===== src/hdl/esc_pkg.sv =====
// Package with shared types and constants for the sensor compensation pipeline.
`default_nettype none
package esc_pkg;

  localparam int unsigned NumRegs = 6;
  localparam int unsigned CfgIdxW = 3;
  localparam int unsigned CfgDataW = 64;
  localparam int unsigned DivStages = 64;

  typedef enum logic [CfgIdxW-1:0] {
    REG_TEMP   = 3'd0,
    REG_PRESSA = 3'd1,
    REG_PRESSB = 3'd2,
    REG_PRESSC = 3'd3,
    REG_HUMA   = 3'd4,
    REG_HUMB   = 3'd5
  } reg_idx_e;

  typedef struct packed {
    logic [19:0] raw_temp;
    logic [19:0] raw_press;
    logic [15:0] raw_hum;
  } in_item_t;

  typedef struct packed {
    logic signed [31:0] temp_centideg;
    logic [31:0]        press_q24_8;
    logic               press_valid;
    logic [16:0]        hum_q22_10;
  } out_item_t;

  typedef struct packed {
    logic [47:0] tc;
    logic [63:0] pa;
    logic [63:0] pb;
    logic [15:0] pc;
    logic [39:0] ha;
    logic [23:0] hb;
  } cal_t;

  // Pipeline advance control handed to every stage.
  typedef struct packed {
    logic adv;
  } pipe_ctl_t;

endpackage
`default_nettype wire


===== src/hdl/esc_div_stage.sv =====
// One restoring step of the pipelined unsigned 64-bit divider.
`default_nettype none
module esc_div_stage #(
  parameter int unsigned SideW = 128
) (
  input  wire logic              clk_i,
  input  wire logic              rst_ni,
  input  wire esc_pkg::pipe_ctl_t ctl_i,
  input  wire logic              vld_i,
  input  wire logic [63:0]       rem_i,
  input  wire logic [63:0]       quo_i,
  input  wire logic [63:0]       den_i,
  input  wire logic [SideW-1:0]  side_i,
  output logic                   vld_o,
  output logic [63:0]            rem_o,
  output logic [63:0]            quo_o,
  output logic [63:0]            den_o,
  output logic [SideW-1:0]       side_o
);
  import esc_pkg::*;

  logic [64:0] trial;
  logic [63:0] rem_d, quo_d;
  logic        vld_q;
  logic [63:0] rem_q, quo_q, den_q;
  logic [SideW-1:0] side_q;

  // Shift in the next dividend bit and subtract if it fits.
  always_comb begin
    trial = {rem_i, quo_i[63]} - {1'b0, den_i};
    if (!trial[64]) begin
      rem_d = trial[63:0];
      quo_d = {quo_i[62:0], 1'b1};
    end else begin
      rem_d = {rem_i[62:0], quo_i[63]};
      quo_d = {quo_i[62:0], 1'b0};
    end
  end

  always_ff @(posedge clk_i or negedge rst_ni) begin
    if (!rst_ni) begin
      vld_q <= 1'b0;
    end else if (ctl_i.adv) begin
      vld_q <= vld_i;
    end
  end

  always_ff @(posedge clk_i) begin
    if (ctl_i.adv) begin
      rem_q  <= rem_d;
      quo_q  <= quo_d;
      den_q  <= den_i;
      side_q <= side_i;
    end
  end

  assign vld_o = vld_q;
  assign rem_o = rem_q;
  assign quo_o = quo_q;
  assign den_o = den_q;
  assign side_o = side_q;
endmodule
`default_nettype wire


===== config.mk =====
export PLATFORM = sky130hd
export DESIGN_NAME = esc_div_stage
export DESIGN_NICKNAME = d
export VERILOG_FILES = /design/src/hdl/esc_pkg.sv /design/src/hdl/esc_div_stage.sv
export SDC_FILE = /design/constraint.sdc
export NUM_CORES = 1
export LEC_CHECK = 0
export BUFFER_PORTS_ARGS = -buffer_cell sky130_fd_sc_hd__buf_4
export CORE_AREA = 2 2 254 256
export CTS_BUF_LIST = sky130_fd_sc_hd__clkbuf_16
export CTS_CLUSTER_DIAMETER = 100
export DETAILED_ROUTE_END_ITERATION = 12
export DIE_AREA = 0 0 256 258
export HOLD_SLACK_MARGIN = 0.1
export PLACE_DENSITY = 0.5
export RECOVER_POWER = 100
export SLEW_MARGIN = 20
export SYNTH_ARGS = -nofsm -noshare
export SYNTH_HDL_FRONTEND = slang
export SYNTH_SLANG_ARGS = --single-unit

===== constraint.sdc =====
create_clock -name clk_i -period 0.8 [get_ports clk_i]
set_input_delay 0.04 -clock clk_i [delete_from_list [all_inputs] [get_ports clk_i]]
set_output_delay 0.04 -clock clk_i [all_outputs]
set_load 0.03 [all_outputs]

Word-level counts from Yosys, hierarchy flattened
Index checks and enable logic that the tools add are counted.

cells by class
  $add $sub $neg = 1
  $mul = 0
  divide/modulo/power cells = 0
  order comparisons = 0
  equal/unequal tests = 0
  shifts and indexed selects = 0
  mux-type cells = 2
  bitwise operators = 0
  reductions and logical operators = 0

operators with widths
  cell              count
  $sub A65 B64 Y65  1
  $mux W64          1
  $mux W1           1

word-level totals
  flip-flop bits (word level) = 321
  bits in latches = 0
  bits in writable memories = 0
  bits in read-only memories = 0
  input bits = 324
  output and inout port bits = 321
  word-level logic and storage cells = 8
  memories = 0

Longest topological paths before layout
  word-level depth = 2
  mapped depth = 17
  gate-level depth less buffers = 13

Worst setup path after synthesis
OpenSTA, ideal clock, no wires.

  path type = input-to-reg
  start point = in den_i[7]
  end point = reg rem_q[57] (netlist: rem_o[57]) (data pin)
  library setup time = 0.260 ns
  arrival = 2.782 ns
  required time = 0.540 ns
  path slack = -2.243 ns
  cell stages on the path = 17
  path buffers = 5
  cell sequence = inv_1 > ha_1 > buf_2 > a21oi_2 > nor2_1 > o41ai_4 > o22ai_2 > o21ai_2 > a211oi_2 > or3_1 > buf_6 > and3_1 > buf_6 > inv_4 > buf_6 > buf_8 > mux2_4

between the ends
  word-level cells in the longest chain between the ends = 2

ends and longest elaborated chain
  what                  line                 RTL
  start, declared       esc_div_stage.sv:12  input wire logic [63:0] den_i,
  $sub A65 B64 Y65      esc_div_stage.sv:30  trial = {rem_i, quo_i[63]} - {1'b0, den_i};
  $mux W64              esc_div_stage.sv:31  if (!trial[64]) begin
  net rem_d[57]         esc_div_stage.sv:23  logic [63:0] rem_d, quo_d;
  end signal, assigned  esc_div_stage.sv:50  rem_q <= rem_d;
  end, declared         esc_div_stage.sv:25  logic [63:0] rem_q, quo_q, den_q;

The timed path passes the listed nets, and every way through them passes these cells.
A chain may end at the register's enable or synchronous reset.

Final worst setup path
  start point = in den_i[0]
  end point = reg rem_q[18] (netlist: rem_o[18]) (data pin)

Same word-level chain as after synthesis.

==> impl_metrics.json <==
{
  "outcome": "complete, but fails checks",
  "violations": "negative hold slack, negative setup slack",
  "synth-edff-count": 320,
  "max_freq_mhz": 395.6,
  "drive_gt1_share_pct": 49.65,
  "slowest_stage": "fa_2",
  "p_leak_nw": 13.06,
  "via_per_inst": 4.338,
  "cts_made_buffers": 40,
  "h-tree-depth": 2,
  "path_clk_slew_ns": 0.06,
  "grt_max_degree": 20,
  "core_region_area_um2": 63650,
  "seq_area_frac_synth_pct": 64.95,
  "clock_latency_ns": 0.57,
  "synth-main-ff-cell": "edfxtp_1",
  "fin_cells": 3270,
  "final_nets": 2769,
  "async_flop_share_pct": 0.3115,
  "grt_pass1_vias": 15230,
  "utilization_pct": 47.14,
  "place_congestion": 0.8923,
  "place_inst": 2846,
  "die_y_um": 258,
  "ios": 645,
  "grt_usage_pct": 19.53,
  "clockRootBuffer": "clkbuf_16",
  "syn_avg_cell_area_um2": 13.67,
  "dieArea_um2": 66050,
  "r2r_start": "vld_o",
  "fillers": 5658,
  "regToRegSetupSlack_ns": 0.03,
  "tns_ns": -251.20,
  "fin_crit_ns": 2.528,
  "num_vias": 14190,
  "finalHoldViolCount": 5,
  "cts_tree": "built",
  "drc": 0,
  "areaGrowthSynthToFinish_pct": 102.3,
  "maxCapViolCount": 0,
  "final_cell_mix": "buf_4, buf_6, edfxtp_1, dlygate4sd3_1, inv_1",
  "holdCritPathClass": "in2reg",
  "critPathCaptureType": "flip-flop",
  "hpwlAfterDp_um": 51720,
  "p_per_area_nw_per_um2": 1956,
  "min_to": "den_o[0]",
  "critPathKind": "in2reg",
  "antenna_found_initial": 17,
  "synthCells": 1085,
  "portBuffers": 644,
  "fin_crit_sh_pct": 316.0,
  "std_cell_rows": 93,
  "slew_headroom_pct": 60.51,
  "synth_cell_types": 76,
  "hold_depth": 1,
  "clk_path_buf_depth": 3,
  "die_x_um": 256,
  "worst_pin_slew_ns": 0.5861,
  "finalPower_w": 0.05869,
  "finClkSkew_ns": 0,
  "peakVddDrop_mv": 1.592,
  "initial_utilization_pct": 23.31,
  "wire_per_inst_um": 20.63,
  "slew_viol_final": 0,
  "drtAntennaViolNets": 0,
  "drt_pass1_iterations": 4,
  "ys_seq_elements": 321,
  "synthesis.nets": 1474,
  "crit_chain": "buf_6 > ha_4 > fa_2 > nor2b_4 > o211ai_1 > a21o_1 > o22ai_4 > o21ai_4 > a211oi_4 > or3_4 > and3_4 > clkinv_8 > buf_12 > mux2_4",
  "clock-sinks": 321,
  "holdWs_ns": -0.3381,
  "syn_area_um2": 14830,
  "reg2regPathDepth": 1,
  "cp-start-kind": "input port",
  "path_max_fanout": 9,
  "yosysWarningCount": 0,
  "crit_required_ns": 1.10,
  "r2r-end": "vld_o",
  "rsz0062_at_grt": "true",
  "final_common_cell": "buf_4",
  "setup_viol": 547,
  "drt_iter0_markers": 674,
  "critPathMaxStageDelay_ns": 0.37,
  "grt_pass1_wl_um": 96700,
  "setup_ws_ns": -1.728,
  "overflow": 0,
  "totalWireLength_um": 67460,
  "critical_path_arrival_ns": 2.83,
  "min_from": "den_i[0]"
}
registers in the layout (all words and copies together) (netlist names):
name / cells
den_o: 64
quo_o: 64
rem_o: 64
side_o: 128
vld_o: 1
cells by family (layout without fill, tap and decap cells):
| family | count (synthesis) | count (layout) | synth area share [%] |
|---|---|---|---|
| compound gates | 240 | 240 | 10.59 |
| xor+xnor | 54 | 54 | 3.188 |
| fa+ha+maj | 65 | 65 | 5.533 |
| buf+inv | 123 | 1447 | 3.526 |
| flops | 321 | 321 | 64.95 |
| mux | 60 | 60 | 4.504 |
| other cells | 0 | 6 | 0 |
| simple gates | 222 | 222 | 7.717 |
where the power goes:
part / internal [W] / leakage [nW] / switching, W / total [W]
sequential: 0.0206 / 3.14 / 0.000865 / 0.0214
clock: 0.0107 / 0.668 / 0.00759 / 0.0183
combinational: 0.00964 / 9.25 / 0.00930 / 0.0189
stage by stage:
step                      cell area [um^2]  setup slack, ns
final                                30010           -1.728
after global routing                 30000           -1.769
after CTS                            29520           -1.704
after detailed placement             23140           -2.564
after global placement               23140           -2.522
after floorplan                      15010           -2.133
worst max path at each step:
stage                     slack [ns]  cells past startpoint        end       from
after floorplan                -2.13                     16  rem_o[57]   den_i[9]
after global placement         -2.52                     15  rem_o[62]   den_i[0]
after detailed placement       -2.56                     15  rem_o[62]   den_i[0]
after CTS                      -1.70                     12  rem_o[63]  den_i[24]
after global routing           -1.77                     14  rem_o[41]  den_i[23]
final                          -1.73                     14  rem_o[18]   den_i[0]
critical path: cells and delay by family:
family | cells | cell delay [ns]
mux | 1 | 0.30
simple gates | 3 | 0.56
fa+ha+maj | 2 | 0.52
buf+inv | 3 | 0.43
compound gates | 5 | 0.95
per-layer routing:
| layer | global-route usage, % | vias to the layer above | share of wire (%) |
|---|---|---|---|
| li1 | - | 6692 | - |
| met1 | 21.50 | 6893 | 38 |
| met2 | 34.21 | 449 | 50 |
| met3 | 5.762 | 130 | 6.6 |
| met4 | 10.02 | 22 | 4.9 |
| met5 | 0 | - | 0.23 |
what timing repair did:
action,4_1_cts,5_1_grt
hold endpoints to repair,544,121
pin swaps,41,27
gates resized for setup,443,72
gates cloned,2,2
buffers inserted,21,15
endpoints found under the setup margin,386,400
hold buffers,314,8
layout make-up:
class	count	area [um^2]	area share, %
inverter	88	367.9	1.226
multi-input combinational	641	5567	18.55
clock buffer	41	1026	3.419
sequential	321	9635	32.11
tap	855	1070	3.565
timing repair buffer	1288	12020	40.07
antenna	6	15.01	0.05004
clock inverter	30	300.3	1.001
Yosys cell counts, types with 5 or more instances:
master	instances	share of area (%)
edfxtp_1	320	65
inv_1	87	2.2
a21oi_1	78	2.6
nand2_1	67	1.7
ha_1	64	5.4
mux2_2	50	3.8
nor2_1	46	1.2
o21ai_0	41	1.4
a21o_1	32	1.6
xnor2_1	32	1.9
xor2_1	22	1.3
nand4_1	20	0.84
clkbuf_1	19	0.48
nor3_1	14	0.47
nor2b_1	13	0.55
o21bai_1	13	0.66
nand3_1	11	0.37
a31oi_1	10	0.42
and3_1	10	0.42
mux2i_1	9	0.61
o21a_1	9	0.46
nand2b_1	8	0.34
a211oi_1	6	0.30
buf_2	6	0.20
o31ai_1	6	0.30
a31o_2	5	0.30
and4_1	5	0.30
o211ai_1	5	0.25
Power figures use the tool's default switching activity.
